File: src/rtl/core/frt_pkg.sv
`default_nettype none
// ----------------------------------------------------------------------------
// frt_pkg
// Shared types and codes for the fragment reassembly tracker: request and
// response items, and the command and status bundles that pass between the
// controller and the datapath.
// ----------------------------------------------------------------------------
package frt_pkg;

   localparam int ID_W   = 16;
   localparam int LEN_W  = 12;
   localparam int OFS_W  = 11;
   localparam int BYTE_W = 8;
   localparam int STS_W  = 2;

   localparam logic OP_FRAGMENT = 1'b0;
   localparam logic OP_READ     = 1'b1;

   localparam logic [STS_W-1:0] STATUS_OK   = 2'd0;
   localparam logic [STS_W-1:0] STATUS_DROP = 2'd1;
   localparam logic [STS_W-1:0] STATUS_FULL = 2'd2;

   typedef struct packed {
      logic              operation;
      logic [ID_W-1:0]   packet_id;
      logic [LEN_W-1:0]  packet_length;
      logic [OFS_W-1:0]  fragment_start;
      logic [BYTE_W-1:0] data_byte;
      logic              fragment_end;
      logic [OFS_W-1:0]  read_address;
   } req_type;

   typedef struct packed {
      logic              complete;
      logic [BYTE_W-1:0] read_data;
      logic [STS_W-1:0]  status;
   } rsp_type;

   typedef struct packed {
      logic accept;
      logic exec;
      logic step;
      logic commit;
   } cmd_type;

   typedef struct packed {
      logic merge_needed;
      logic merge_done;
   } sts_type;

endpackage
`default_nettype wire

File: src/rtl/core/frt_ctrl.sv
`default_nettype none
// ----------------------------------------------------------------------------
// frt_ctrl
// Sequencer: takes a request, runs the byte update or buffer read, walks the
// range list merge when a fragment ends, and strobes the response.
// ----------------------------------------------------------------------------
module frt_ctrl (
   input  logic             clock,
   input  logic             reset,
   input  logic             start,
   output logic             busy,
   output logic             rsp_valid,
   output frt_pkg::cmd_type cmd,
   input  frt_pkg::sts_type sts
);
   import frt_pkg::*;

   typedef enum logic [2:0] {
      ST_IDLE  = 3'b001,
      ST_EXEC  = 3'b010,
      ST_MERGE = 3'b100
   } state_type;

   state_type state_ff, state_in;
   logic      rsp_valid_ff, rsp_valid_in;

   always_comb begin
      cmd          = '0;
      state_in     = state_ff;
      rsp_valid_in = 1'b0;
      unique case (state_ff)
         ST_IDLE: begin
            cmd.accept = start;
            if (start) state_in = ST_EXEC;
         end
         ST_EXEC: begin
            cmd.exec = 1'b1;
            if (sts.merge_needed) begin
               state_in = ST_MERGE;
            end else begin
               rsp_valid_in = 1'b1;
               state_in     = ST_IDLE;
            end
         end
         ST_MERGE: begin
            if (sts.merge_done) begin
               cmd.commit   = 1'b1;
               rsp_valid_in = 1'b1;
               state_in     = ST_IDLE;
            end else begin
               cmd.step = 1'b1;
            end
         end
         default: state_in = ST_IDLE;
      endcase
   end

   always_ff @(posedge clock) begin
      if (reset) begin
         state_ff     <= ST_IDLE;
         rsp_valid_ff <= 1'b0;
      end else begin
         state_ff     <= state_in;
         rsp_valid_ff <= rsp_valid_in;
      end
   end

   assign busy      = (state_ff != ST_IDLE);
   assign rsp_valid = rsp_valid_ff;

endmodule
`default_nettype wire

File: config.mk
export PLATFORM = sky130hd
export DESIGN_NAME = frt_ctrl
export DESIGN_NICKNAME = d
export VERILOG_FILES = /design/src/rtl/core/frt_pkg.sv /design/src/rtl/core/frt_ctrl.sv
export SDC_FILE = /design/constraint.sdc
export NUM_CORES = 1
export LEC_CHECK = 0
export BUFFER_PORTS_ARGS = -buffer_cell sky130_fd_sc_hd__buf_2
export CORE_AREA = 4 4 41 43
export CTS_BUF_LIST = sky130_fd_sc_hd__clkbuf_4 sky130_fd_sc_hd__clkbuf_8
export CTS_CLUSTER_DIAMETER = 40
export DETAILED_ROUTE_END_ITERATION = 10
export DIE_AREA = 0 0 45 47
export GPL_TIMING_DRIVEN = 0
export HOLD_SLACK_MARGIN = 0.02
export PLACE_DENSITY = 0.43
export SETUP_SLACK_MARGIN = 0.1
export SYNTH_ARGS = -nofsm -noshare
export SYNTH_HDL_FRONTEND = slang
export SYNTH_SLANG_ARGS = --single-unit
File: constraint.sdc
create_clock -name clock -period 1 [get_ports clock]
set_clock_uncertainty 0.05 [all_clocks]
set_input_delay 0.1 -clock clock [delete_from_list [all_inputs] [get_ports clock]]
set_output_delay 0.1 -clock clock [all_outputs]
set_load 0.01 [all_outputs]
==> impl_metrics.json <==
{
  "vias_per_cell": 4.29,
  "antenna_found_initial": 0,
  "port_buffers": 10,
  "synth.most_common_cell": "dfxtp_1",
  "final_util": 0.332,
  "endpoint_kind": "output pin",
  "dr.pass1.iters": 1,
  "setup_violations": 9,
  "p_sw_uw": 122,
  "max-slew-margin-rel": 0.837,
  "dp_slack_ps": -52.7,
  "initialDrtViolationCount": 0,
  "r2r-start": "state_ff[1]",
  "layout-drive-gt1-share": 0.800,
  "synth-main-ff-cell": "dfxtp_1",
  "slew_viol_final": 0,
  "holdWs_ps": 130,
  "leakagePower_nw": 0.185,
  "synth.distinct_cells": 15,
  "power_per_cell_area_nw_per_um2": 1190,
  "crit_start": "state_ff[2]",
  "yosysTopAreaCell": "dfxtp_1",
  "synthTopCellsByCount": "dfxtp_1, and4bb_1",
  "cts_buffers": 3,
  "min_period_ps": 1180,
  "hp-class": "in -> reg",
  "grt_max_degree": 10,
  "ioPinCount": 11,
  "die-area_um2": 2120,
  "seq_power_share": 0.344,
  "h-tree-depth": 1,
  "p_comb_frac": 0.168,
  "coreArea_um2": 1300,
  "p_total_uw": 514,
  "hold_viol": 0,
  "cp-start-kind": "flop",
  "yosysSeqAreaShare": 0.381,
  "gp_congestion": 0.691,
  "cts_tree": "built",
  "clk_latency_ps": 240,
  "drcViolationCount": 0,
  "synth_top_cell_area_share": 0.381,
  "grt_overflow": 0,
  "ys_ff_latch": 4,
  "cts_sinks": 4,
  "fin_nets": 46,
  "num_rows": 13,
  "antenna_left": 0,
  "crit_type": "reg -> out",
  "num-fill-cells": 146,
  "via_count": 236,
  "yosysWarnings": 0,
  "synthToLayoutAreaGrowth_pct": 105,
  "synthCells": 19,
  "die_h_um": 47,
  "drv_cap": 0,
  "syn_area_um2": 210,
  "synthTopCellsByArea": "dfxtp_1, and4bb_1, nor4b_2",
  "rsz0062_at_grt": "yes",
  "fmax_mhz": 846,
  "die_x_um": 45,
  "path_max_fanout": 8,
  "cp_data_arrival_time_ps": 1030,
  "avgSynthCellArea_um2": 11.1,
  "worstMarginPinSlew_ps": 243,
  "n_antenna_cell": 0,
  "setup_tns_ps": -1120,
  "p_sw_frac": 0.237,
  "grt_use_total": 0.0750,
  "ys_async_sr_fraction": 0,
  "cp.required_ps": 850,
  "outcome": "complete, but fails checks",
  "cts_root_buffer": "clkbuf_4",
  "start_util": 0.162,
  "hpwl_um": 377,
  "grt_pass1_vias": 225,
  "p_clk_frac": 0.488,
  "clockBufferDepth": 2,
  "wirelength_um": 673,
  "peakVddDrop_v": 0.000579,
  "intPower_uw": 392,
  "hp-start": "sts[1]",
  "wl_per_cell_um": 12.2,
  "synth_nets": 24,
  "setup_ws_ps": -182,
  "grt_pass1_wl_mm": 1.01,
  "timing.final.crit_share": 1.18,
  "violations": "setup timing",
  "clk_pin_slew_ps": 40,
  "synth-edff-count": 0
}
==> layer usage <==
layer  vias up  share of wire  track usage
li1        117              -            -
met1       105           0.41       0.0884
met2        12           0.49       0.0904
met3         2          0.076       0.0230
met4         0          0.018        0.105
met5         -              0            0
==> power groups by stage <==
stage                     Sequential (mW)  Clock [mW]  Combinational, mW
after floorplan                     0.180           0             0.0255
after global placement              0.183           0             0.0471
after detailed placement            0.183           0             0.0478
after CTS                           0.176       0.266             0.0755
after global routing                0.178       0.273             0.0942
final                               0.177       0.251             0.0861
==> layout make-up <==
type / count / area, µm² / area share
multi-input cells: 14 / 165 / 0.383
repair buffers: 17 / 123 / 0.284
flip-flops and latches: 4 / 91.3 / 0.212
clock buffers: 4 / 30.0 / 0.0696
well taps: 15 / 18.8 / 0.0435
inverters: 1 / 3.75 / 0.00870
==> flip-flops by register name, indices dropped and copies added, names as in the netlist <==
| signal | flops |
|---|---|
| rsp_valid | 1 |
| state_ff | 3 |
==> per-stage QoR <==
| step | area, µm² | cells |
|---|---|---|
| after detailed placement | 294 | 44 |
| after floorplan | 225 | 19 |
| final | 432 | 55 |
| after global placement | 294 | 44 |
| after CTS | 395 | 54 |
| after global routing | 432 | 55 |
==> final timing paths <==
kind / slack (ps) / cells past startpoint / to
setup / recovery: -180 / 2 / cmd[3]
hold / removal: 130 / 3 / state_ff[2]
setup reg to reg: -150 / 3 / state_ff[2]
hold reg to reg: 450 / 1 / state_ff[2]
==> worst max-delay path: stages, from the launching register on <==
cell      delay [ps]
dfxtp_4          360
and4bb_2         320
buf_6            110
==> kinds of logic after synthesis <==
group | count (synthesis) | synth area share
compound gates | 3 | 0.131
buf+inv | 1 | 0.0178
flops | 4 | 0.381
simple gates | 11 | 0.470
==> layout by cell type, fill, tap and decap left out <==
cell type and n:
a211oi_2 1, and2_4 1, and4bb_1 1, and4bb_2 2
buf_2 9, buf_4 3, buf_6 4, clkbuf_4 4
dfxtp_1 1, dfxtp_4 3, dlygate4sd3_1 1, inv_1 1
nand2_1 1, nand3b_1 1, nor2_2 1, nor3b_2 1
nor4b_2 1, nor4b_4 1, o21a_1 1, o31ai_4 1
or3b_1 1
==> what timing repair did <==
item                       in CTS  in global routing
hold buffers                    1                  0
hold endpoints to repair        1                  0
setup endpoints to repair       9                  9
setup buffers                   5                  1
pin swaps                       7                  2
gates resized for setup         7                  6
Power figures use the tool's default switching activity.
